`config.mk`:
```
export PLATFORM = sky130hd
export DESIGN_NAME = ps2_mouse_packet_cursor_tracker
export DESIGN_NICKNAME = d
export VERILOG_FILES = /design/src/hw/rtl/pmct_pkg.sv /design/src/hw/rtl/pmct_front.sv /design/src/hw/rtl/pmct_queue.sv /design/src/hw/rtl/pmct_back.sv /design/src/hw/rtl/ps2_mouse_packet_cursor_tracker.sv
export SDC_FILE = /design/constraint.sdc
export NUM_CORES = 1
export LEC_CHECK = 0
export ABC_AREA = 1
export ABC_CLOCK_PERIOD_IN_PS = 13100
export BUFFER_PORTS_ARGS = -buffer_cell sky130_fd_sc_hd__buf_4
export CAP_MARGIN = 25
export CORE_MARGIN = 8
export CORE_UTILIZATION = 30
export CTS_BUF_LIST = sky130_fd_sc_hd__clkbuf_4 sky130_fd_sc_hd__clkbuf_8 sky130_fd_sc_hd__clkbuf_16
export DETAILED_ROUTE_END_ITERATION = 10
export GPL_ROUTABILITY_DRIVEN = 0
export SKIP_LAST_GASP = 1
export SYNTH_ARGS = -nofsm -noshare
export SYNTH_HDL_FRONTEND = slang
export SYNTH_SLANG_ARGS = --single-unit
```
`constraint.sdc`:
```
create_clock -name i_clk -period 13.1 [get_ports i_clk]
set_input_delay 0 -clock i_clk [delete_from_list [all_inputs] [get_ports i_clk]]
set_output_delay 0 -clock i_clk [all_outputs]
set_load 0.01 [all_outputs]
```
`src/hw/rtl/pmct_pkg.sv`:
```
`default_nettype none
package pmct_pkg;

    localparam int unsigned DimW     = 13;   // screen extent register width
    localparam int unsigned CoordW   = 12;   // cursor coordinate width
    localparam int unsigned BtnW     = 3;    // left, right, middle
    localparam int unsigned ByteW    = 8;

    localparam logic [DimW-1:0] WidthRst  = 13'd640;
    localparam logic [DimW-1:0] HeightRst = 13'd480;
    localparam logic [DimW-1:0] XMargin   = 13'd2;
    localparam logic [DimW-1:0] YMargin   = 13'd20;

    localparam int unsigned QueueDepth = 2;
    localparam int unsigned QPtrW      = 1;
    localparam int unsigned QCntW      = 2;

    // register index on the config port (paddr[2])
    typedef enum logic {
        REG_WIDTH  = 1'b0,
        REG_HEIGHT = 1'b1
    } t_reg_idx;

    // one word handed from the packet assembler to the cursor engine
    typedef struct packed {
        logic             is_pkt;   // word completed a packet
        logic [BtnW-1:0]  btn;      // button bits of byte 0
        logic [ByteW-1:0] dx;
        logic [ByteW-1:0] dy;
    } t_cmd;

endpackage
`default_nettype wire

```
`src/hw/rtl/pmct_front.sv`:
```
`default_nettype none
module pmct_front (
    input  wire logic                    i_clk,
    input  wire logic                    i_rst_n,
    input  wire logic                    i_valid,
    input  wire logic                    i_aux,
    input  wire logic [pmct_pkg::ByteW-1:0] i_byte,
    input  wire logic                    i_q_full,
    output logic                         o_ready,
    output logic                         o_push,
    output pmct_pkg::t_cmd               o_cmd
);

    logic [1:0]                   r_pos;
    logic [1:0]                   n_pos;
    logic [pmct_pkg::BtnW-1:0]    r_b0;
    logic [pmct_pkg::ByteW-1:0]   r_b1;

    assign o_ready = !i_q_full;
    assign o_push  = i_valid && !i_q_full;

    always_comb begin
        n_pos         = r_pos;
        o_cmd.is_pkt  = 1'b0;
        o_cmd.btn     = r_b0;
        o_cmd.dx      = r_b1;
        o_cmd.dy      = i_byte;
        if (i_aux) begin
            if (r_pos == 2'd2) begin
                n_pos        = 2'd0;
                o_cmd.is_pkt = 1'b1;
            end else begin
                n_pos = r_pos + 2'd1;
            end
        end
    end

    always_ff @(posedge i_clk) begin
        if (!i_rst_n) begin
            r_pos <= 2'd0;
        end else if (o_push) begin
            r_pos <= n_pos;
        end
    end

    // packet bytes: no reset, always written before a packet completes
    always_ff @(posedge i_clk) begin
        if (o_push && i_aux) begin
            if (r_pos == 2'd0) begin
                r_b0 <= i_byte[pmct_pkg::BtnW-1:0];
            end
            if (r_pos == 2'd1) begin
                r_b1 <= i_byte;
            end
        end
    end

endmodule
`default_nettype wire

```
`src/hw/rtl/pmct_queue.sv`:
```
`default_nettype none
module pmct_queue (
    input  wire logic           i_clk,
    input  wire logic           i_rst_n,
    input  wire logic           i_push,
    input  wire pmct_pkg::t_cmd i_cmd,
    output logic                o_full,
    input  wire logic           i_pop,
    output logic                o_valid,
    output pmct_pkg::t_cmd      o_cmd
);

    pmct_pkg::t_cmd                 r_mem [pmct_pkg::QueueDepth];
    logic [pmct_pkg::QPtrW-1:0]     r_wr_ptr;
    logic [pmct_pkg::QPtrW-1:0]     r_rd_ptr;
    logic [pmct_pkg::QCntW-1:0]     r_count;
    logic                           do_pop;

    assign o_full  = (r_count == pmct_pkg::QCntW'(pmct_pkg::QueueDepth));
    assign o_valid = (r_count != '0);
    assign o_cmd   = r_mem[r_rd_ptr];
    assign do_pop  = i_pop && o_valid;

    always_ff @(posedge i_clk) begin
        if (!i_rst_n) begin
            r_wr_ptr <= '0;
            r_rd_ptr <= '0;
            r_count  <= '0;
        end else begin
            if (i_push) begin
                r_wr_ptr <= r_wr_ptr + 1'b1;
            end
            if (do_pop) begin
                r_rd_ptr <= r_rd_ptr + 1'b1;
            end
            if (i_push && !do_pop) begin
                r_count <= r_count + 1'b1;
            end else if (!i_push && do_pop) begin
                r_count <= r_count - 1'b1;
            end
        end
    end

    always_ff @(posedge i_clk) begin
        if (i_push) begin
            r_mem[r_wr_ptr] <= i_cmd;
        end
    end

endmodule
`default_nettype wire

```
`src/hw/rtl/pmct_back.sv`:
```
`default_nettype none
module pmct_back (
    input  wire logic                       i_clk,
    input  wire logic                       i_rst_n,
    input  wire logic [pmct_pkg::DimW-1:0]  i_width,
    input  wire logic [pmct_pkg::DimW-1:0]  i_height,
    input  wire logic                       i_q_valid,
    input  wire pmct_pkg::t_cmd             i_cmd,
    output logic                            o_pop,
    input  wire logic                       i_out_ready,
    output logic                            o_out_valid,
    output logic                            o_done,
    output logic [pmct_pkg::CoordW-1:0]     o_x,
    output logic [pmct_pkg::CoordW-1:0]     o_y,
    output logic [pmct_pkg::BtnW-1:0]       o_pressed,
    output logic [pmct_pkg::BtnW-1:0]       o_released,
    output logic                            o_press
);

    function automatic logic [pmct_pkg::CoordW-1:0] clamp_axis(
        input logic [pmct_pkg::CoordW-1:0] pos,
        input logic signed [13:0]          delta,
        input logic [pmct_pkg::DimW-1:0]   extent,
        input logic [pmct_pkg::DimW-1:0]   margin
    );
        logic signed [13:0] lim;
        logic signed [13:0] np;
        lim = $signed({1'b0, extent}) - $signed({1'b0, margin});
        if (lim < 14'sd0) lim = 14'sd0;
        if (lim > 14'sd4095) lim = 14'sd4095;
        np = $signed({2'b00, pos}) + delta;
        if (np < 14'sd0) np = 14'sd0;
        if (np >= lim) np = lim;
        return np[pmct_pkg::CoordW-1:0];
    endfunction

    logic [pmct_pkg::CoordW-1:0] r_pos_x, n_pos_x;
    logic [pmct_pkg::CoordW-1:0] r_pos_y, n_pos_y;
    logic [pmct_pkg::BtnW-1:0]   r_prev, n_prev;
    logic                        r_press, n_press;
    logic [pmct_pkg::BtnW-1:0]   changed, pmask, rmask;
    logic signed [13:0]          dx_s, dy_n;
    logic                        r_out_valid;

    assign o_pop       = i_q_valid && (!r_out_valid || i_out_ready);
    assign o_out_valid = r_out_valid;

    always_comb begin
        dx_s    = $signed({{6{i_cmd.dx[7]}}, i_cmd.dx});
        dy_n    = 14'sd0 - $signed({{6{i_cmd.dy[7]}}, i_cmd.dy});
        n_pos_x = r_pos_x;
        n_pos_y = r_pos_y;
        n_prev  = r_prev;
        n_press = r_press;
        changed = i_cmd.btn ^ r_prev;
        pmask   = '0;
        rmask   = '0;
        if (i_cmd.is_pkt) begin
            if (i_cmd.dx != '0 || i_cmd.dy != '0) begin
                n_pos_x = clamp_axis(r_pos_x, dx_s, i_width, pmct_pkg::XMargin);
                n_pos_y = clamp_axis(r_pos_y, dy_n, i_height, pmct_pkg::YMargin);
            end
            pmask  = changed & i_cmd.btn;
            rmask  = changed & r_prev;
            n_prev = i_cmd.btn;
            // highest changed button decides
            for (int i = 0; i < pmct_pkg::BtnW; i++) begin
                if (changed[i]) begin
                    n_press = i_cmd.btn[i];
                end
            end
        end
    end

    always_ff @(posedge i_clk) begin
        if (!i_rst_n) begin
            r_pos_x     <= '0;
            r_pos_y     <= '0;
            r_prev      <= '0;
            r_press     <= 1'b0;
            r_out_valid <= 1'b0;
        end else begin
            if (o_pop) begin
                r_pos_x     <= n_pos_x;
                r_pos_y     <= n_pos_y;
                r_prev      <= n_prev;
                r_press     <= n_press;
                r_out_valid <= 1'b1;
            end else if (i_out_ready) begin
                r_out_valid <= 1'b0;
            end
        end
    end

    always_ff @(posedge i_clk) begin
        if (o_pop) begin
            o_done     <= i_cmd.is_pkt;
            o_x        <= n_pos_x;
            o_y        <= n_pos_y;
            o_pressed  <= pmask;
            o_released <= rmask;
            o_press    <= n_press;
        end
    end

endmodule
`default_nettype wire

```
`src/hw/rtl/ps2_mouse_packet_cursor_tracker.sv`:
```
// Channel    Dir  Handshake                    Payload
// s_axis     in   s_axis_tvalid/tready         tdata = data_byte, tuser = aux_ready
// m_axis     out  m_axis_tvalid/tready         tdata = cursor/buttons, tlast = packet_done
// apb        in   psel/penable/pwrite/pready   0x0 screen_width, 0x4 screen_height
//
// One word in, one word out, one word per cycle sustained while m_axis_tready stays high.
// The path is registered: a word accepted sits in the queue, is then popped
// into the output register and can leave from there.
// The assembler and the cursor engine meet through a two-entry queue, so with
// the output register held by a stalled m_axis two more words get in before
// s_axis_tready drops.
// Synchronous active-low reset clears byte position, cursor, buttons, queue
// and reloads the 640x480 screen.
`default_nettype none
module ps2_mouse_packet_cursor_tracker (
    input  wire logic        i_clk,
    input  wire logic        i_rst_n,
    // input stream
    input  wire logic        s_axis_tvalid,
    output logic             s_axis_tready,
    input  wire logic [7:0]  s_axis_tdata,   // [7:0] data_byte
    input  wire logic        s_axis_tuser,   // [0] aux_ready
    // output stream
    output logic             m_axis_tvalid,
    input  wire logic        m_axis_tready,
    output logic [31:0]      m_axis_tdata,   // [11:0] cursor_x, [23:12] cursor_y,
                                             // [26:24] pressed_mask,
                                             // [29:27] released_mask,
                                             // [30] press_flag, [31] zero
    output logic             m_axis_tlast,   // packet_done
    // config port
    input  wire logic        psel,
    input  wire logic        penable,
    input  wire logic        pwrite,
    input  wire logic [2:0]  paddr,
    input  wire logic [31:0] pwdata,
    output logic [31:0]      prdata,
    output logic             pready
);

    logic [pmct_pkg::DimW-1:0]   r_width;
    logic [pmct_pkg::DimW-1:0]   r_height;
    pmct_pkg::t_reg_idx          reg_idx;

    logic                        push;
    logic                        q_full;
    logic                        q_valid;
    logic                        pop;
    pmct_pkg::t_cmd              cmd_in;
    pmct_pkg::t_cmd              cmd_out;

    logic                        done;
    logic [pmct_pkg::CoordW-1:0] cur_x;
    logic [pmct_pkg::CoordW-1:0] cur_y;
    logic [pmct_pkg::BtnW-1:0]   pressed;
    logic [pmct_pkg::BtnW-1:0]   released;
    logic                        press;

    // ---- config registers: word address in paddr[2], byte lanes ignored
    assign pready  = 1'b1;
    assign reg_idx = pmct_pkg::t_reg_idx'(paddr[2]);

    always_ff @(posedge i_clk) begin
        if (!i_rst_n) begin
            r_width  <= pmct_pkg::WidthRst;
            r_height <= pmct_pkg::HeightRst;
        end else if (psel && penable && pwrite && pready) begin
            unique case (reg_idx)
                pmct_pkg::REG_WIDTH:  r_width  <= pwdata[pmct_pkg::DimW-1:0];
                pmct_pkg::REG_HEIGHT: r_height <= pwdata[pmct_pkg::DimW-1:0];
                default: ;
            endcase
        end
    end

    always_comb begin
        unique case (reg_idx)
            pmct_pkg::REG_WIDTH:  prdata = {19'd0, r_width};
            pmct_pkg::REG_HEIGHT: prdata = {19'd0, r_height};
            default:              prdata = '0;
        endcase
    end

    // ---- front: gathers flagged bytes into packets, tags each word
    pmct_front u_front (
        .i_clk    (i_clk),
        .i_rst_n  (i_rst_n),
        .i_valid  (s_axis_tvalid),
        .i_aux    (s_axis_tuser),
        .i_byte   (s_axis_tdata),
        .i_q_full (q_full),
        .o_ready  (s_axis_tready),
        .o_push   (push),
        .o_cmd    (cmd_in)
    );

    pmct_queue u_queue (
        .i_clk   (i_clk),
        .i_rst_n (i_rst_n),
        .i_push  (push),
        .i_cmd   (cmd_in),
        .o_full  (q_full),
        .i_pop   (pop),
        .o_valid (q_valid),
        .o_cmd   (cmd_out)
    );

    // ---- back: cursor move, clamp, button edges, output register
    pmct_back u_back (
        .i_clk       (i_clk),
        .i_rst_n     (i_rst_n),
        .i_width     (r_width),
        .i_height    (r_height),
        .i_q_valid   (q_valid),
        .i_cmd       (cmd_out),
        .o_pop       (pop),
        .i_out_ready (m_axis_tready),
        .o_out_valid (m_axis_tvalid),
        .o_done      (done),
        .o_x         (cur_x),
        .o_y         (cur_y),
        .o_pressed   (pressed),
        .o_released  (released),
        .o_press     (press)
    );

    assign m_axis_tdata = {1'b0, press, released, pressed, cur_y, cur_x};
    assign m_axis_tlast = done;

endmodule
`default_nettype wire
```
==> results of run 1 <==
[Yosys cell counts (2+ instances only)]
cell      count  share of area, %
nand2_2       8              0.55
buf_6         4              0.50
fa_1          2              0.44
inv_2         3              0.12
a31oi_1       4              0.28
buf_2         3              0.17
nor3_1        6              0.33
nand2_1     282                12
dfxtp_1      62                14
o21ai_0      63               3.5
clkbuf_1     21              0.87
a21oi_1      73               4.0
ha_1         58               8.0
edfxtp_1     83                27
nor2_1      125               5.2
o21ai_1       3              0.17
o21bai_1      4              0.33
mux2i_1       3              0.33
nand3_1     104               5.7
a21boi_0      2              0.17
inv_1       173               7.2
or2_2         9              0.62
nand3_2       4              0.44
a21o_1        3              0.25
nand4_1       9              0.62
nor2_4        2              0.25
xnor2_1       5              0.48
a21oi_2       2              0.19
conb_1        2             0.083
nor2_2        4              0.28
xor2_1       26               2.5
o21ai_2       3              0.29
buf_4        26               2.2
[final cells by class]
| class | instances | area [um^2] | share of cell area, % |
|---|---|---|---|
| multi-input combinational | 838 | 4420 | 41.01 |
| sequential | 145 | 3734 | 34.64 |
| timing repair buffer | 106 | 858.3 | 7.964 |
| inverter | 177 | 664.4 | 6.164 |
| tap | 390 | 488.0 | 4.528 |
| clock buffer | 20 | 478.0 | 4.435 |
| clock inverter | 12 | 135.1 | 1.254 |
[per-stage QoR]
stage / hold slack, ns / total power (uW) / setup WS [ns] / util, % / cells
5_1_grt: 0.1067 / 3151 / 5.968 / 36.27 / 1688
3_3_place_gp: 0.2014 / 2344 / 6.632 / 33.36 / 1631
3_5_place_dp: 0.2035 / 2373 / 6.612 / 33.36 / 1631
2_1_floorplan: 0.09887 / 1977 / 8.227 / - / 1215
4_1_cts: 0.02494 / 2893 / 6.580 / 36.27 / 1688
6_report: 0.03638 / 2867 / 6.650 / 36.27 / 1688
[layer usage]
layer	up-vias	track usage, %
li1	4011	-
met2	161	22.01
met4	0	3.939
met3	31	2.655
met5	-	0
met1	3510	15.53
[power groups by stage]
stage	clock, uW	sequential [uW]	combinational (uW)
6_report	502	725	1640
5_1_grt	532	740	1880
4_1_cts	514	727	1650
3_5_place_dp	0	737	1640
3_3_place_gp	0	733	1610
2_1_floorplan	0	734	1240
[path summary, 6_finish.rpt]
path	startpoint	to	slack (ns)	cells past startpoint
max	register	u_back.o_y[0]$_DFFE_PP_	6.65	29
min	s_axis_tvalid	u_queue.r_wr_ptr$_SDFFE_PN0P_	0.04	5
max reg2reg	register	u_back.o_y[0]$_DFFE_PP_	6.65	29
min reg2reg	u_front.r_b1[2]$_DFFE_PP_	u_queue.r_mem[1][10]$_DFFE_PP_	0.45	0
[state kept, by name, indices dropped and copies added, names as in the netlist, 2 cells and up, named ones only]
signal             flops
r_height              13
r_width               13
u_back.o_pressed       3
u_back.o_released      3
u_back.o_x            12
u_back.o_y            12
u_back.r_pos_x        12
u_back.r_pos_y        12
u_back.r_prev          3
u_front.r_b0           3
u_front.r_b1           8
u_front.r_pos          2
u_queue.r_count        2
u_queue.r_mem         40
[critical path, delay by kind of cell (launching register included)]
family | cells | cell delay (ns)
and+or+nand+nor | 16 | 2.61
AOI/OAI and AO/OA | 6 | 1.16
DFF | 1 | 0.98
adders and majority gates | 3 | 0.92
buffers and inverters | 3 | 0.49
xor gates and xnor gates | 1 | 0.13
[cell families (layout without fill, tap and decap cells)]
group | Yosys count | in the layout | share of synthesized area, %
simple gates | 556 | 556 | 26.00
buf+inv | 232 | 315 | 11.05
compound gates | 165 | 165 | 9.909
flops | 145 | 145 | 41.18
fa+ha+maj | 60 | 60 | 8.446
xor+xnor | 31 | 31 | 2.995
mux | 3 | 3 | 0.3312
other cells | 2 | 23 | 0.08284
==> reports/metrics.cfg, run 1 <==
[run_status]
status = complete, no violations

[clock_tree]
clock-root-buffer = clkbuf_16
h-tree-depth = 4
worstSkewPairLatency_ns = 0.43
cts_tree = built
clk_pin_slew_worst_paths_ns = 0.07
clock_path_buffers = 2
clock-sinks = 145
cts_resized = 0
cts_hold_buffers = 25
cts_buffers = 17
cts_setup_buffers = 0

[critical_path]
max_stage_delay_ns = 0.98
critPathMostFrequentCell = nand2_1
crit_type = register to register
arrival_ns = 6.71
critPathMaxFanout = 26
cp.required_ns = 13.36
crit_path_top_delay_cell = dfxtp_1
cp-end-kind = register
start_kind = register

[final_layout]
mostFrequentLayoutCell = nand2_1
final_cell_mix = nand2_1 (282), inv_1 (173), nor2_1 (125), nand3_1 (104), edfxtp_1 (83)
antenna_cells = 0
area_delta_synth_final_pct = 18.88
fin_area_um2 = 10780
nNetsFinal = 1396
layout-drive-gt1-share_pct = 11.56
nFillCells = 3092

[sta]
finalCriticalPeriod_ns = 6.450
setup-tns-final_ns = 0
slew_viol_final = 0
timing.final.crit_share_pct = 49.24
fmax_ghz = 0.1550
relSlewSlack_pct = 33.03
finalSetupViolations = 0
tightest_slew_ns = 1.003
finClkSkew_ns = 0.009477
rsz0062_at_grt = false
hold_violations = 0

[floorplan]
die_height_um = 189.8
core-area_um2 = 29720
dieArea_um2 = 36040
die_w_um = 189.8
io_pins = 119
initial_core_util_pct = 30.51
rows = 63

[power_and_ir_drop]
p_sw_share_pct = 46.51
p_seq_share_pct = 25.3
ir_drop_mv = 0.1173
pwr-share-comb_pct = 57.2
p_switching_uw = 1333
p_leak_uw = 0.005210
power.density_nw_per_um2 = 266.0
pwr-share-clk_pct = 17.5
p_int_uw = 1533

[grt]
grtUsageTotal_pct = 12.69
antenna_found_initial = 0
grt_max_degree = 84
grt_overflow = 0
grt_pass1_wl_mm = 36.83
grt_pass1_vias = 7268

[drt]
routed_wl_mm = 22.70
wl_met1_mm = 10.08
dr.pass1.iters = 5
wl_met2_mm = 11.24
post-route-drc-count = 0
wl_per_cell_um = 13.45
drt-initial-drc-count = 570
ant_nets = 0
topRoutingLayerUsed = met4
vias_per_cell = 4.569
route.met3.wl_um = 940
num_vias = 7713

[place]
dp_hpwl_mm = 17.02
io_buffers = 76
placed_area_um2 = 9915

[run]
max-cap-violations = 0

[yosys]
synthCells = 1194
ys_seq_area_share_pct = 41.18
yosysWarningCount = 0
synth.cell_area_um2 = 9066
syn_avg_cell_area_um2 = 7.593
ys.flop_type = edfxtp_1
async_flop_share_pct = 0
synth_edf_count = 83
ys_ff_latch = 145
synth_cell_type_count = 46

[hold_path]
hp-class = input port to register

Note: power is estimated with default switching activity, not from simulation.
==> run 2: changes to the inputs <==
--- a/config.mk
+++ b/config.mk
@@ -6,7 +6,7 @@
 export NUM_CORES = 1
 export LEC_CHECK = 0
 export ABC_AREA = 1
-export ABC_CLOCK_PERIOD_IN_PS = 13100
+export ABC_CLOCK_PERIOD_IN_PS = 5400
 export BUFFER_PORTS_ARGS = -buffer_cell sky130_fd_sc_hd__buf_4
 export CAP_MARGIN = 25
 export CORE_MARGIN = 8
==> constraint.sdc (replaced) <==
create_clock -name i_clk -period 5.4 [get_ports i_clk]
set_input_delay 0 -clock i_clk [delete_from_list [all_inputs] [get_ports i_clk]]
set_output_delay 0 -clock i_clk [all_outputs]
set_load 0.01 [all_outputs]
==> run 2 against run 1 <==
First-iteration DRC count up 5.6%. Sequential share of layout area down 0.25 points. Non-clock buffer count rose by 11. Setup slack got worse by 6.3 ns. Core utilization is 0.27 points higher. Sequential power increased by 140%. Critical path type unchanged. Register-to-register slack got worse by 6.3 ns. Global-route usage rose by 0.21 points. Critical endpoint is now u_back.o_y[7]$_DFFE_PP_. Largest cell class unchanged.
==> reports/metrics.cfg, run 2 (synthesized netlist as in run 1, its figures left out) <==
[place]
placed_cells = 1639  ; +0.49%
place_ws_ns = 0.1749  ; -6.437 ns
io_buffers = 76  ; unchanged
dp_hpwl_mm = 17.24  ; +1.3%
placed_area_um2 = 9975  ; +0.61%

[final_layout]
largestRegisters = u_queue.r_mem (40), r_height (13), r_width (13)
mostFrequentLayoutCell = nand2_1
largest_register_ffs = 40  ; unchanged
nFillCells = 3064  ; -0.91%
instances_no_fill = 1700  ; +0.71%
top_register = u_queue.r_mem
area_delta_synth_final_pct = 19.78
antenna_cells = 0  ; unchanged
layout-drive-gt1-share_pct = 12.98  ; +1.4 points
final_cell_mix = nand2_1 (281), inv_1 (172), nor2_1 (124), nand3_1 (103), buf_4 (91)
nNetsFinal = 1408  ; +0.86%
fin_area_um2 = 10860  ; +0.76%

[sta]
finClkSkew_ns = 0.01141  ; +0.001936 ns
worst_slack_ns = 0.3881  ; -6.262 ns
timing.final.crit_share_pct = 92.81  ; +44 points
finalSetupViolations = 0  ; unchanged
tightest_slew_ns = 0.9596  ; -0.04349 ns
slew_viol_final = 0  ; unchanged
relSlewSlack_pct = 36.02  ; +3.0 points
setup-tns-final_ns = 0  ; unchanged
hold_violations = 0  ; unchanged
finalCriticalPeriod_ns = 5.012  ; -1.438 ns
fmax_ghz = 0.1995  ; +29%

[critical_path]
cp-end-kind = register
critPathMaxFanout = 6  ; -77%
max_stage_delay_ns = 0.39  ; -0.59 ns
cp.required_ns = 5.58  ; -7.78 ns
crit_path_top_delay_cell = dfxtp_2
critPathMostFrequentCell = nand2_1
arrival_ns = 5.19  ; -1.52 ns
crit_type = register to register
start_kind = register

[grt]
grt_max_degree = 84  ; unchanged
grtUsageTotal_pct = 12.90  ; +0.21 points
grt_pass1_wl_mm = 37.38  ; +1.5%
grt_pass1_vias = 7471  ; +2.8%
grt_overflow = 0  ; unchanged
antenna_found_initial = 0  ; unchanged

[drt]
drt-initial-drc-count = 602  ; +5.6%
dr.pass1.iters = 5  ; unchanged
vias_per_cell = 4.579  ; +0.21%
routed_wl_mm = 23.05  ; +1.6%
num_vias = 7784  ; +0.92%
ant_nets = 0  ; unchanged
post-route-drc-count = 0  ; unchanged
wl_per_cell_um = 13.56  ; +0.85%

[floorplan]
core-area_um2 = 29720  ; unchanged
io_pins = 119  ; unchanged
dieArea_um2 = 36040  ; unchanged
rows = 63  ; unchanged
initial_core_util_pct = 30.51  ; unchanged
die_w_um = 189.8  ; unchanged
die_height_um = 189.8  ; unchanged

[clock_tree]
worstSkewPairLatency_ns = 0.43  ; about the same
clk_pin_slew_worst_paths_ns = 0.06  ; about the same
h-tree-depth = 4  ; unchanged
cts_tree = built
clock_path_buffers = 2  ; unchanged
cts_buffers = 17  ; unchanged
clock-sinks = 145  ; unchanged
clock-root-buffer = clkbuf_16

[power_and_ir_drop]
total_power_uw = 7052  ; +150%
power.density_nw_per_um2 = 649.4  ; +140%
ir_drop_mv = 0.3109  ; +170%
p_leak_uw = 0.005254  ; +0.84%

[hold_path]
hp-class = input port to register

[run_status]
status = complete, no violations

[run]
max-cap-violations = 0  ; unchanged

==> run 2: final timing paths <==
check | startpoint | endpoint | slack [ns] | cells past startpoint
worst max register to register | register | u_back.o_y[7]$_DFFE_PP_ | 0.39 | 30
worst min-delay path | s_axis_tvalid | u_queue.r_wr_ptr$_SDFFE_PN0P_ | 0.06 | 5
worst max-delay path | register | u_back.o_y[7]$_DFFE_PP_ | 0.39 | 30
worst min register to register | u_front.r_b0[2]$_DFFE_PP_ | u_queue.r_mem[1][18]$_DFFE_PP_ | 0.45 | 0
==> run 2: stage by stage <==
stage	hold WS (ns)	utilization (%)
2_1_floorplan	0.09887	-
3_3_place_gp	0.1985	33.56
3_5_place_dp	0.2038	33.56
4_1_cts	0.06239	36.32
5_1_grt	0.1173	36.54
6_report	0.06038	36.54
==> run 2: power breakdown <==
| part | total, uW | internal [uW] | switching [uW] |
|---|---|---|---|
| Clock | 1120 | 615 | 509 |
| Sequential | 1750 | 1580 | 167 |
| Combinational | 4180 | 1550 | 2630 |
==> run 2: cell type report <==
| class | count | area (um^2) | share of cell area, % |
|---|---|---|---|
| Clock inverter | 14 | 118.9 | 1.095 |
| Tap cell | 390 | 488.0 | 4.494 |
| Multi-Input combinational cell | 839 | 4471 | 41.17 |
| Sequential cell | 145 | 3735 | 34.39 |
| Clock buffer | 18 | 439.2 | 4.044 |
| Inverter | 177 | 664.4 | 6.118 |
| Timing Repair Buffer | 117 | 943.4 | 8.688 |
==> run 2: critical path: cells and delay by family (launching register included) <==
| family | cells | cell delay (ns) |
|---|---|---|
| AO/OA/AOI/OAI | 8 | 1.12 |
| XOR/XNOR | 1 | 0.15 |
| adder cells (fa/ha/maj) | 2 | 0.64 |
| buffers and inverters | 4 | 0.44 |
| flip-flops | 1 | 0.39 |
| AND/OR/NAND/NOR | 15 | 2.01 |
==> run 2: repair_timing <==
| item | 4_1_cts | 5_1_grt |
|---|---|---|
| endpoints found under the hold margin | 63 | 0 |
| hold buffers | 26 | 0 |
| gates resized for setup | 0 | 13 |
| setup endpoints to repair | 0 | 48 |
| buffers inserted | 0 | 2 |
==> run 2: layer usage <==
layer,global-route usage (%),wire length [um],up-vias
li1,-,-,4033
met1,15.66,10240,3530
met2,22.43,11410,171
met3,2.343,856,50
met4,4.811,550,0
met5,0,0,-
